<file path="src/design/btuh_pkg.sv">
`default_nettype none
// ----------------------------------------------------------------------------
// btuh_pkg
// Types and codes shared by the upstream board-transfer handshake block.
// ----------------------------------------------------------------------------
package btuh_pkg;

  typedef enum logic [3:0] {
    ST_NOTCONN  = 4'd0,
    ST_SOCKET   = 4'd1,
    ST_SVCDESC  = 4'd2,
    ST_IDLE     = 4'd3,
    ST_AVAIL    = 4'd4,
    ST_READY    = 4'd5,
    ST_AVRDY    = 4'd6,
    ST_TRANSP   = 4'd7,
    ST_STOPPED  = 4'd8,
    ST_FINISHED = 4'd9,
    ST_DISC     = 4'd10
  } state_t;

  localparam logic [4:0] OP_L_SVCDESC    = 5'd0;
  localparam logic [4:0] OP_L_READY      = 5'd1;
  localparam logic [4:0] OP_L_REVOKE     = 5'd2;
  localparam logic [4:0] OP_L_START      = 5'd3;
  localparam logic [4:0] OP_L_STOP       = 5'd4;
  localparam logic [4:0] OP_L_QUERY      = 5'd5;
  localparam logic [4:0] OP_L_NOTIFY     = 5'd6;
  localparam logic [4:0] OP_L_COMMAND    = 5'd7;
  localparam logic [4:0] OP_L_ALIVE      = 5'd8;
  localparam logic [4:0] OP_L_DISCONNECT = 5'd9;
  localparam logic [4:0] OP_P_CONNECT    = 5'd10;
  localparam logic [4:0] OP_P_SVCDESC    = 5'd11;
  localparam logic [4:0] OP_P_AVAIL      = 5'd12;
  localparam logic [4:0] OP_P_REVOKE     = 5'd13;
  localparam logic [4:0] OP_P_FINISHED   = 5'd14;
  localparam logic [4:0] OP_P_FORECAST   = 5'd15;
  localparam logic [4:0] OP_P_BOARDINFO  = 5'd16;
  localparam logic [4:0] OP_P_NOTIFY     = 5'd17;
  localparam logic [4:0] OP_P_COMMAND    = 5'd18;
  localparam logic [4:0] OP_P_ALIVE      = 5'd19;
  localparam logic [4:0] OP_P_DISCONN    = 5'd20;

  localparam logic [2:0] RK_NONE    = 3'd0;
  localparam logic [2:0] RK_STATE   = 3'd1;
  localparam logic [2:0] RK_SOCKET  = 3'd2;
  localparam logic [2:0] RK_DELIVER = 3'd3;
  localparam logic [2:0] RK_DISC    = 3'd4;

  localparam logic [1:0] FN_NONE     = 2'd0;
  localparam logic [1:0] FN_SOFTWARE = 2'd1;
  localparam logic [1:0] FN_PROTOCOL = 2'd2;

  localparam logic [1:0] EC_NONE   = 2'd0;
  localparam logic [1:0] EC_CLIENT = 2'd1;
  localparam logic [1:0] EC_PEER   = 2'd2;
  localparam logic [1:0] EC_WARN   = 2'd3;

  typedef struct packed {
    state_t      state;
    logic [63:0] start_id;
    logic        start_id_valid;
  } ctx_t;

  typedef struct packed {
    state_t     new_state;
    logic [2:0] report_kind;
    logic       forward_message;
    logic       forward_disconnect;
    logic [1:0] fatal_notice;
    logic [1:0] error_class;
    logic       id_mismatch;
  } result_t;

endpackage
`default_nettype wire

</file>
<file path="src/design/btuh_step.sv">
`default_nettype none
// ----------------------------------------------------------------------------
// btuh_step
// Transition logic: one event against the current handshake context gives
// the next context and the result word.
// ----------------------------------------------------------------------------
module btuh_step
  import btuh_pkg::*;
(
  input  wire logic        strict_check,
  input  wire logic [4:0]  operation,
  input  wire logic [63:0] board_id,
  input  wire logic        raw_forward,
  input  wire ctx_t        cur,
  output ctx_t             nxt,
  output result_t          res
);

  always_comb begin
    logic   is_local;
    logic   legal;
    logic   peer_bad;
    state_t target;
    state_t s;
    logic   dead;

    s        = cur.state;
    dead     = (s == ST_NOTCONN) || (s == ST_DISC);
    is_local = 1'b0;
    legal    = 1'b0;
    peer_bad = 1'b0;
    target   = s;
    nxt      = cur;
    res      = '0;

    unique case (operation)
      OP_L_SVCDESC: begin
        is_local = 1'b1;
        legal    = (s == ST_SOCKET);
        target   = ST_SVCDESC;
      end
      OP_L_READY: begin
        is_local = 1'b1;
        legal    = (s == ST_IDLE) || (s == ST_AVAIL);
        target   = (s == ST_IDLE) ? ST_READY : ST_AVRDY;
      end
      OP_L_REVOKE: begin
        is_local = 1'b1;
        legal    = (s == ST_READY) || (s == ST_AVRDY);
        target   = (s == ST_READY) ? ST_IDLE : ST_AVAIL;
      end
      OP_L_START: begin
        is_local = 1'b1;
        legal    = (s == ST_AVRDY) || (s == ST_READY);
        target   = ST_TRANSP;
      end
      OP_L_STOP: begin
        is_local = 1'b1;
        legal    = (s == ST_TRANSP) || (s == ST_FINISHED);
        target   = (s == ST_TRANSP) ? ST_STOPPED : ST_IDLE;
      end
      OP_L_QUERY, OP_L_NOTIFY, OP_L_COMMAND, OP_L_ALIVE: begin
        res.forward_message = !dead;
      end
      OP_L_DISCONNECT: begin
        if (s != ST_DISC) begin
          nxt.state              = ST_DISC;
          res.report_kind        = RK_STATE;
          res.forward_disconnect = 1'b1;
        end
      end
      OP_P_CONNECT: begin
        if (s == ST_NOTCONN) begin
          nxt.state       = ST_SOCKET;
          res.report_kind = RK_SOCKET;
        end else begin
          peer_bad = 1'b1;
        end
      end
      OP_P_SVCDESC: begin
        if (s == ST_SVCDESC) begin
          nxt.state       = ST_IDLE;
          res.report_kind = RK_DELIVER;
        end else begin
          peer_bad = 1'b1;
        end
      end
      OP_P_AVAIL: begin
        if (s == ST_IDLE || s == ST_READY) begin
          nxt.state       = (s == ST_IDLE) ? ST_AVAIL : ST_AVRDY;
          res.report_kind = RK_DELIVER;
        end else begin
          peer_bad = (s != ST_TRANSP) && (s != ST_STOPPED);
        end
      end
      OP_P_REVOKE: begin
        if (s == ST_AVAIL || s == ST_AVRDY) begin
          nxt.state       = (s == ST_AVAIL) ? ST_IDLE : ST_READY;
          res.report_kind = RK_DELIVER;
        end else begin
          peer_bad = (s != ST_TRANSP) && (s != ST_STOPPED);
        end
      end
      OP_P_FINISHED: begin
        if (s == ST_STOPPED || s == ST_TRANSP) begin
          if (cur.start_id_valid && (board_id != cur.start_id)) begin
            res.id_mismatch = 1'b1;
            peer_bad        = 1'b1;
          end else begin
            nxt.state       = (s == ST_STOPPED) ? ST_IDLE : ST_FINISHED;
            res.report_kind = RK_DELIVER;
          end
        end else begin
          peer_bad = 1'b1;
        end
      end
      OP_P_FORECAST: begin
        if (s == ST_IDLE || s == ST_READY) begin
          res.report_kind = RK_DELIVER;
        end else begin
          peer_bad = (s != ST_TRANSP) && (s != ST_STOPPED);
        end
      end
      OP_P_BOARDINFO, OP_P_NOTIFY, OP_P_COMMAND, OP_P_ALIVE: begin
        res.report_kind = dead ? RK_NONE : RK_DELIVER;
      end
      OP_P_DISCONN: begin
        if (s != ST_DISC) begin
          nxt.state       = ST_DISC;
          res.report_kind = RK_DISC;
        end
      end
      default: begin
      end
    endcase

    if (is_local) begin
      if (legal) begin
        nxt.state           = target;
        res.report_kind     = RK_STATE;
        res.forward_message = 1'b1;
        if (operation == OP_L_START) begin
          nxt.start_id_valid = !raw_forward;
          nxt.start_id       = raw_forward ? 64'd0 : board_id;
        end
      end else if (strict_check) begin
        res.error_class = EC_CLIENT;
        if (s != ST_DISC) begin
          res.fatal_notice       = (s != ST_NOTCONN) ? FN_SOFTWARE : FN_NONE;
          nxt.state              = ST_DISC;
          res.report_kind        = RK_DISC;
          res.forward_disconnect = 1'b1;
        end
      end else begin
        res.error_class     = EC_WARN;
        res.forward_message = 1'b1;
        if (operation == OP_L_START) begin
          nxt.start_id_valid = 1'b0;
          nxt.start_id       = 64'd0;
        end
      end
    end

    if (peer_bad) begin
      res.error_class = EC_PEER;
      if (s != ST_DISC) begin
        nxt.state              = ST_DISC;
        res.report_kind        = RK_DISC;
        res.fatal_notice       = FN_PROTOCOL;
        res.forward_disconnect = 1'b1;
      end
    end

    res.new_state = nxt.state;
  end

endmodule
`default_nettype wire

</file>
<file path="src/design/board_transfer_upstream_handshake.sv">
`default_nettype none
// ----------------------------------------------------------------------------
// board_transfer_upstream_handshake
// Upstream side of the board-transfer handshake: one event word in, one
// result word out, eleven-state protocol state and recorded start id.
// ----------------------------------------------------------------------------
//  channel  signals                         handshake
//  event    operation board_id raw_forward  event_valid / event_stall
//  result   new_state ... id_mismatch       result_valid / result_stall
//  cfg      cfg_data (strict_check)         cfg_valid / cfg_ready
//
//  An event word lands in a holding register, and its result is written to
//  the result register once that register is free.
//  One word per cycle is sustained while result_stall is low; the state update sits in the single
//  transition stage between the holding and result registers.
//  The holding register keeps taking words while the result waits, until
//  both are full; then event_stall follows result_stall.
//  Synchronous reset: state notconn, no start id, strict_check set.
// ----------------------------------------------------------------------------
module board_transfer_upstream_handshake
  import btuh_pkg::*;
(
  input  wire logic        clk,
  input  wire logic        rst,
  input  wire logic        event_valid,
  output logic             event_stall,
  input  wire logic [4:0]  operation,
  input  wire logic [63:0] board_id,
  input  wire logic        raw_forward,
  output logic             result_valid,
  input  wire logic        result_stall,
  output logic [3:0]       new_state,
  output logic [2:0]       report_kind,
  output logic             forward_message,
  output logic             forward_disconnect,
  output logic [1:0]       fatal_notice,
  output logic [1:0]       error_class,
  output logic             id_mismatch,
  input  wire logic        cfg_valid,
  output logic             cfg_ready,
  input  wire logic        cfg_data
);

  logic        strict_check;
  logic        hold_valid;
  logic [4:0]  hold_op;
  logic [63:0] hold_bid;
  logic        hold_raw;
  ctx_t        ctx;
  ctx_t        ctx_next;
  result_t     result;
  result_t     result_next;
  logic        out_free;
  logic        advance;
  logic        accept;

  assign cfg_ready   = 1'b1;
  assign out_free    = !result_valid || !result_stall;
  assign advance     = hold_valid && out_free;
  assign event_stall = hold_valid && !out_free;
  assign accept      = event_valid && !event_stall;

  btuh_step u_step (
    .strict_check (strict_check),
    .operation    (hold_op),
    .board_id     (hold_bid),
    .raw_forward  (hold_raw),
    .cur          (ctx),
    .nxt          (ctx_next),
    .res          (result_next)
  );

  always_ff @(posedge clk) begin
    if (rst) begin
      strict_check <= 1'b1;
    end else if (cfg_valid && cfg_ready) begin
      strict_check <= cfg_data;
    end
  end

  always_ff @(posedge clk) begin
    if (rst) begin
      hold_valid <= 1'b0;
    end else if (accept) begin
      hold_valid <= 1'b1;
    end else if (advance) begin
      hold_valid <= 1'b0;
    end
  end

  always_ff @(posedge clk) begin
    if (accept) begin
      hold_op  <= operation;
      hold_bid <= board_id;
      hold_raw <= raw_forward;
    end
  end

  always_ff @(posedge clk) begin
    if (rst) begin
      ctx.state          <= ST_NOTCONN;
      ctx.start_id       <= 64'd0;
      ctx.start_id_valid <= 1'b0;
    end else if (advance) begin
      ctx <= ctx_next;
    end
  end

  always_ff @(posedge clk) begin
    if (rst) begin
      result_valid <= 1'b0;
    end else if (advance) begin
      result_valid <= 1'b1;
    end else if (!result_stall) begin
      result_valid <= 1'b0;
    end
  end

  always_ff @(posedge clk) begin
    if (advance) begin
      result <= result_next;
    end
  end

  assign new_state          = result.new_state;
  assign report_kind        = result.report_kind;
  assign forward_message    = result.forward_message;
  assign forward_disconnect = result.forward_disconnect;
  assign fatal_notice       = result.fatal_notice;
  assign error_class        = result.error_class;
  assign id_mismatch        = result.id_mismatch;

`ifndef SYNTH
  a_state_matches: assert property (@(posedge clk) disable iff (rst)
    result_valid |-> (ctx.state == result.new_state))
    else $error("protocol state differs from the state in the result word");

  a_fatal_disc: assert property (@(posedge clk) disable iff (rst)
    (result_valid && (fatal_notice != FN_NONE)) |-> (new_state == ST_DISC))
    else $error("fatal notice without disconnected state");

  a_mismatch_peer: assert property (@(posedge clk) disable iff (rst)
    (result_valid && id_mismatch) |-> (error_class == EC_PEER))
    else $error("id mismatch not classed as peer error");

  a_stall_full: assert property (@(posedge clk) disable iff (rst)
    event_stall |-> (hold_valid && result_valid))
    else $error("event stalled with room in the pipeline");
`endif

endmodule
`default_nettype wire

</file>
<file path="config.mk">
export PLATFORM = sky130hd
export DESIGN_NAME = board_transfer_upstream_handshake
export DESIGN_NICKNAME = d
export VERILOG_FILES = /design/src/design/btuh_pkg.sv /design/src/design/btuh_step.sv /design/src/design/board_transfer_upstream_handshake.sv
export SDC_FILE = /design/constraint.sdc
export NUM_CORES = 1
export LEC_CHECK = 0
export BUFFER_PORTS_ARGS = -buffer_cell sky130_fd_sc_hd__buf_2
export CORE_MARGIN = 3
export CORE_UTILIZATION = 35
export DETAILED_ROUTE_END_ITERATION = 8
export SYNTH_ARGS = -nofsm -noshare
export SYNTH_HDL_FRONTEND = slang
export SYNTH_SLANG_ARGS = --single-unit
</file>
<file path="constraint.sdc">
create_clock -name clk -period 4.9 [get_ports clk]
set_clock_uncertainty 0.2 [all_clocks]
set_input_delay 0.735 -clock clk [delete_from_list [all_inputs] [get_ports clk]]
set_output_delay 0.735 -clock clk [all_outputs]
set_load 0.01 [all_outputs]
</file>
---- Word-level counts from Yosys, hierarchy flattened ----
Index checks and enable logic that the tools add are counted.
operators by class
  reduce and logical (&&, ||, !) cells .... 32
  mux-type cells .......................... 65
  eq/ne operators ......................... 36
  bitwise operators ....................... 1
operators with widths
  operator              count
  $mux W65              3
  $mux W69              2
  $mux W64              1
  $ne A64 B64 Y1        1
  $mux W4               14
  $eq A5 B4 Y1 const B  8
  $mux W3               11
  $eq A5 B5 Y1 const B  5
  $pmux W3 S8           1
  $pmux W4 S6           1
  $eq A5 B3 Y1 const B  4
  $pmux W4 S5           1
  $mux W2               9
  $mux W1               17
  $eq A4 B3 Y1 const B  4
  $eq A4 B4 Y1 const B  3
  $eq A5 B2 Y1 const B  2
  $mux W5               2
  $mux W9               1
  $eq A4 B2 Y1 const B  2
  $logic_or A1 B1 Y1    8
  $ne A4 B4 Y1 const B  2
  $reduce_or A4 Y1      2
  $logic_not A1 Y1      6
  other kinds (17)      24
storage, ports and cells
  bits in registers ....................... 156
  word-level logic and storage cells ...... 151
  input bits .............................. 76
  output and inout port bits .............. 17

---- Logic depth before layout (Yosys ltp) ----
Gate-level depths: netlist of the first run.
  word-level depth ........................ 11
  depth in mapped cells ................... 10
  depth with buffers taken out ............ 7

---- Modules after synthesis ----
Synthesis of the first run repeated with hierarchy kept, for this count alone.
second synthesis, totals
  cell total of the unflattened synthesis .. 734
  area total of the unflattened synthesis .. 8180.3 um2
modules (own cells, without submodules)
  module                             instances  cells each  area each (um2)
  board_transfer_upstream_handshake  1          398         5761.8
  btuh_step                          1          336         2418.6

---- Least setup slack after synthesis of the first run ----
Ideal clock, no wire load.
  path kind ............................... input to register
  from .................................... in result_stall
  to ...................................... reg hold_bid[0] (enable)
  setup slack ............................. 0.109 ns
  arrival time ............................ 4.084 ns
  library setup time ...................... 0.506 ns
  data required time ...................... 4.194 ns
  cell stages on the path ................. 2
  cell sequence ........................... and3_1 nor2b_1
between the ends
  word-level cells in the longest chain between the ends .. 6
ends and longest elaborated chain
  element                 RTL line                                 source
  start: declaration      board_transfer_upstream_handshake.sv:31  input wire logic result_stall,
  $logic_not A1 Y1        -
  $logic_or A1 B1 Y1      board_transfer_upstream_handshake.sv:58  assign out_free = !result_valid || !result_stall;
  $logic_not A1 Y1        board_transfer_upstream_handshake.sv:60  assign event_stall = hold_valid && !out_free;
  $logic_and A1 B1 Y1     board_transfer_upstream_handshake.sv:60
  $logic_not A1 Y1        board_transfer_upstream_handshake.sv:61  assign accept = event_valid && !event_stall;
  $logic_and A1 B1 Y1     board_transfer_upstream_handshake.sv:61
  via accept              board_transfer_upstream_handshake.sv:55  logic accept;
  end signal: assignment  board_transfer_upstream_handshake.sv:94  hold_bid <= board_id;
  end: declaration        board_transfer_upstream_handshake.sv:47  logic [63:0] hold_bid;
The timed path passes the listed nets, and every way through them passes these cells.
A chain may end at the register's enable or synchronous reset.

---- Worst setup path after layout of the first run ----
  from .................................... reg hold_op[0]
  to ...................................... reg ctx[23] in the netlist's numbering
between the ends
  word-level cells in the longest chain between the ends .. 5
  elaborated cells on any way between the ends .. 12
  classes of those cells .................. eq/ne: 5; mux: 3; reduce/logical: 4
ends and longest elaborated chain
  element                                 RTL line                                             source
  start: declaration                      board_transfer_upstream_handshake.sv:46              logic [4:0] hold_op;
  start signal: assignment                board_transfer_upstream_handshake.sv:93              hold_op <= operation;
  $eq A5 B2 Y1, on equally long branches  btuh_step.sv:36, btuh_step.sv:142, btuh_step.sv:157
  $reduce_or A2 Y1 (no source line)       -
  $pmux W1 S4                             btuh_step.sv:36                                      unique case (operation)
  $ne A2 B1 Y1 (no source line)           -
  $reduce_and A4 Y1 (no source line)      -
  end signal: assignment                  board_transfer_upstream_handshake.sv:105             ctx <= ctx_next;
  end: declaration                        board_transfer_upstream_handshake.sv:49              ctx_t ctx;
Parallel ways exist; a longest one is shown, timed or not.

==> metrics, run 1 <==
synth warn 0; ranking of synthesized cells by area edfxtp_1 36%, dfxtp_1 20%, a22oi_2 8.7%; WP buf/inv 1; clock net sink count 156; CP Data Arrival Time 3.47 ns; VDD IR-drop max 0.000227 V; crit end category register; Static Leak 0.00286 µW; Post-synth top flop edfxtp_1; share of cells above drive strength 1 29.0%; Syn Area/Cell 12.0 µm²; sequential element share of the synthesized area 56.2%; Die H 148 µm; hold_sp board_id[28]; worst reg2reg path startpoint hold_op[0]; Critical Path RT 5.05 ns; commonest non-fill, non-tap cell in the layout buf_2; antenna violations before repair 0; drt wl/cell 16.7 µm; number of buffers created by CTS 17; I/O Pins 93; Distinct cells, synth 67; Cell Chain, Critical Path and4b_1 -> o2111ai_1 -> a21oi_2 -> o31ai_4 -> buf_4 -> a22oi_1 -> nor2_1; core area 0.0197 mm²; vias in the first global route 4958; Final Hold Viols 0; initial core utilization 35.9%; root buf cell clkbuf_16; Netlist Area Pre-Place 0.00705 mm²; Synth Net Count 665; Setup crit start kind register; CTS Buffer Depth 2; Setup Viol. Count Final 0; Routed WL 15.8 mm; Final HPWL DP 11.0 mm; first-pass GRT wire length 25.6 mm; most frequent cells in the layout 91 x buf_2, 84 x nor2_1, 84 x edfxtp_1; worst min path class in2reg; Final nets 743; DIE AREA 0.0219 mm²; hold slack 0.285 ns; headroom to the max-slew limit 28.7%; largest net degree at the start of global routing 73; CP peak stage delay 0.90 ns; Post-synth EDFFs 84; gpl congestion 0.870; RSZ-0062 raised after global routing false; slew of the pin with the lowest slew margin 1.07 ns; Total GRT Usage 14.7%; Post-Syn Instances 589; ANT nets after route 0; CP max stage cell edfxtp_1; via count 4855; Post-CTS Setup Inserts 0; hold depth 1; PortBufs 91; GRT overflow 0; die width 148 µm; DR pass1 iterations 4; diodes inserted 0; Fillers 1934; Pwr Density 360 mW/mm²; Worst R2R End ctx[23]; Hold Crit Endpoint hold_bid[28]; routed vias/inst 5.14; MaxCap Viol Count 0; drt initial violations 323; # rows 51; CTS tree done; cell family with most CP delay flip-flops; cell taking the most area after synthesis edfxtp_1; hold_buf cts 0; clk slew on worst S/H paths 0.06 ns; post-cts resize count 0; drt drc 0; clk_lat worst skew 0.43 ns; Crit Path Max Fanout 65; internal reg-to-reg setup slack 1.58 ns; fin crit period 3.32 ns; status complete, no violations; Post-synth ARST share 0%; Seq cells post-synth 156; setup_tns 0 ns; Slew Limit Fails 0; P&R area growth vs syn 17.7%; Setup Crit Path Kind reg2reg; top cell type's share of synthesized area 35.8%; H-Tree Depth 4; R2R depth 7; Fmax 302 MHz; post-route clock period utilization 67.7%
==> synthesized netlist by cell type (3+ instances only) <==
cell type,instances
a21o_1,3
a21oi_1,10
a22oi_1,15
a22oi_2,49
a31oi_1,5
and3_1,4
and4b_1,3
buf_2,10
buf_4,8
buf_6,6
clkbuf_1,13
dfxtp_1,72
edfxtp_1,84
inv_1,6
nand2_1,22
nand2b_1,4
nand3_1,7
nand4_1,20
nand4bb_1,3
nor2_1,84
nor2b_1,8
nor3_1,7
nor3b_2,3
nor4_1,5
o2111ai_1,3
o21ai_0,11
o21ai_1,4
o22ai_1,3
or3_1,4
xnor2_1,64
xor2_1,3
==> report_power, final <==
| part | switching [µW] | internal [µW] | total (µW) |
|---|---|---|---|
| Clock | 568 | 782 | 1350 |
| Combinational | 93.1 | 71.9 | 165 |
| Sequential | 45.8 | 1430 | 1480 |
| Total | 707 | 2280 | 2990 |
==> state kept, by name, indices dropped and copies added (netlist names), 2 cells and up <==
| register | cells |
|---|---|
| error_class | 2 |
| hold_bid | 64 |
| report_kind | 3 |
| fatal_notice | 2 |
| hold_op | 5 |
| ctx | 69 |
| new_state | 4 |
==> logic make-up after synthesis <==
kind of cell | after synthesis | share of synthesized area (%)
buffers and inverters | 45 | 3.69
multiplexers | 2 | 0.284
other | 1 | 0.0532
XOR/XNOR | 67 | 8.33
flip-flops | 156 | 56.2
AND/OR/NAND/NOR | 193 | 14.7
AO/OA/AOI/OAI | 125 | 16.7
==> area by class of cell <==
type                    count  area [µm²]  area share (%)
flip-flops and latches    156        3960            47.8
inverters                   6        22.5           0.271
clock buffers              20         478            5.76
multi-input cells         388        2840            34.2
well taps                 265         332            4.00
repair buffers             98         520            6.27
clock inverters            12         144            1.73
==> how the worst max path moves through the flow <==
stage / from / end / slack [ns] / depth (start not counted)
4_1_cts: hold_op[0] / ctx[23] / 1.58 / 7
3_3_place_gp: hold_op[0] / new_state[1] / 1.65 / 7
5_1_grt: hold_op[0] / ctx[10] / 1.35 / 7
2_1_floorplan: result_stall / hold_bid[0] / 0.11 / 2
6_report: hold_op[0] / ctx[23] / 1.58 / 7
3_5_place_dp: hold_op[0] / ctx[12] / 1.57 / 7
==> routing by layer <==
| layer | vias to the layer above | track usage, % | share of wire [%] |
|---|---|---|---|
| met4 | 0 | 5.45 | 2.4 |
| met5 | - | 0 | 0 |
| met2 | 145 | 24.9 | 50 |
| met1 | 2353 | 17.8 | 42 |
| li1 | 2333 | - | - |
| met3 | 24 | 4.41 | 5.6 |
==> through the flow <==
stage	total power [µW]	cells	cell area (µm²)	util (%)	setup WS, ns
2_1_floorplan	1590	589	7050	-	0.109
3_3_place_gp	1670	913	7680	39.1	1.65
3_5_place_dp	1670	913	7680	39.1	1.57
4_1_cts	3030	945	8300	42.2	1.58
5_1_grt	3100	945	8300	42.2	1.35
6_report	2990	945	8300	42.2	1.58
No activity file was read; power rests on OpenSTA's default activity.
==> run 2: changes to the inputs <==
==> constraint.sdc (replaced) <==
create_clock -name clk -period 2.9 [get_ports clk]
set_clock_uncertainty 0.2 [all_clocks]
set_input_delay 0.435 -clock clk [delete_from_list [all_inputs] [get_ports clk]]
set_output_delay 0.435 -clock clk [all_outputs]
set_load 0.01 [all_outputs]
==> run 2 against run 1 <==
Against the previous run:
- sequential power up 68%
- cell area up 11%
- critical path depth up 1
- wire length up 8.4%
- critical path type unchanged
- largest cell class unchanged
- largest power group unchanged
==> metrics, run 2 (synthesis gave the netlist of run 1 again) <==
slew of the pin with the lowest slew margin 0.707 ns (-0.361 ns); via count 5312 (+9.4%); headroom to the max-slew limit 52.9% (+24 points); fin util 47.0% (+4.7 points); design area 0.00923 mm² (+11%); Pwr Density 569 mW/mm² (+58%); setup_tns 0 ns (unchanged); # rows 51 (unchanged); Final nets 837 (+13%); P&R area growth vs syn 30.9%; Routed WL 17.1 mm (+8.4%); VDD IR-drop max 0.000435 V (+91%); drt initial violations 392 (+21%); gpl congestion 0.921 (+5.9%); worst min path class in2reg; CTS Buffer Depth 2 (unchanged); Slew Limit Fails 0 (unchanged); Setup Crit Path Kind reg2reg; core area 0.0197 mm² (unchanged); first-pass GRT wire length 27.6 mm (+7.6%); drt drc 0 (unchanged); DR pass1 iterations 5 (+1); initial core utilization 35.9% (unchanged); most frequent cells in the layout 91 x buf_2, 84 x nor2_1, 84 x edfxtp_1; drt wl/cell 16.5 µm (-1.4%); PortBufs 91 (unchanged); CTS tree done; Critical Path RT 2.88 ns (-2.17 ns); Placed Area 0.00795 mm² (+3.6%); diodes inserted 0 (unchanged); routed vias/inst 5.11 (-0.49%); die width 148 µm (unchanged); post-route clock period utilization 93.0% (+25 points); fin crit period 2.70 ns (-0.619 ns); share of cells above drive strength 1 29.6% (+0.62 points); ANT nets after route 0 (unchanged); Regs by FF count ctx x69, hold_bid x64, hold_op x5; Fmax 371 MHz (+23%); crit end category register; CP Data Arrival Time 2.67 ns (-0.80 ns); R2R depth 8 (+1); clock net sink count 156 (unchanged); hold slack 0.0196 ns (-0.265 ns); hold depth 1 (unchanged); vias in the first global route 5343 (+7.8%); clk_lat worst skew 0.42 ns (about the same); GRT overflow 0 (unchanged); number of buffers created by CTS 17 (unchanged); Crit Path Max Fanout 11 (-83%); DIE AREA 0.0219 mm² (unchanged); MaxCap Viol Count 0 (unchanged); clk slew on worst S/H paths 0.07 ns (about the same); Total GRT Usage 15.9% (+1.2 points); Final HPWL DP 11.7 mm (+6.5%); Setup Viol. Count Final 0 (unchanged); root buf cell clkbuf_16; max FFs per register 69 (unchanged); Die H 148 µm (unchanged); Power Total 5250 µW (+75%); Static Leak 0.00330 µW (+15%); I/O Pins 93 (unchanged); Largest Register ctx; Setup crit start kind register; largest net degree at the start of global routing 66 (-9.6%); commonest non-fill, non-tap cell in the layout buf_2; Final Hold Viols 0 (unchanged); H-Tree Depth 4 (unchanged); antenna violations before repair 0 (unchanged); RSZ-0062 raised after global routing false; status complete, no violations
run 2: layout make-up:
cell class | instances | area, µm²
inverter | 6 | 22.5
tap | 265 | 332
clock inverter | 14 | 198
fill | 1829 | 10400
multi-input combinational | 388 | 2840
clock buffer | 18 | 429
sequential | 156 | 3970
timing repair buffer | 192 | 1440
run 2: timing repair:
| item | in CTS | in global routing |
|---|---|---|
| hold buffers | 61 | 1 |
| buffers inserted | 0 | 4 |
| hold endpoints to repair | 61 | 1 |
| gates resized for setup | 0 | 1 |
| setup endpoints to repair | 0 | 34 |
run 2: path summary, 6_finish.rpt:
check                                 start            to  slack, ns
worst min register to register   hold_valid  result_valid       0.30
worst max-delay path             hold_op[1]  new_state[0]       0.20
worst min-delay path            board_id[6]   hold_bid[6]       0.02
worst max register to register   hold_op[1]  new_state[0]       0.20
run 2: metrics by stage:
step | std cells | worst slack, ns
2_1_floorplan | 589 | 0.529
3_3_place_gp | 941 | 0.178
3_5_place_dp | 941 | 0.187
4_1_cts | 1034 | 0.163
5_1_grt | 1039 | 0.00937
6_report | 1039 | 0.203
run 2: worst max-delay path, stage by stage (launching register included):
cell and delay (ns):
edfxtp_1 0.57, clkbuf_4 0.27, nor2b_1 0.17, o21ai_1 0.09, a2111oi_2 0.56, o21ai_1 0.18
o21ai_2 0.18, buf_4 0.19, nor2_1 0.05
run 2: metal layers:
layer | track usage (%) | up-vias | part of all wire [%]
li1 | - | 2519 | -
met5 | 0 | - | 0
met3 | 3.77 | 31 | 5.2
met1 | 19.3 | 2585 | 41
met2 | 28.3 | 177 | 51
met4 | 4.62 | 0 | 2.0
run 2: where the power goes:
part	total (µW)	switching (µW)	internal [µW]
clock	2380	979	1400
combinational	385	183	202
sequential	2480	70.6	2410
total	5250	1230	4010
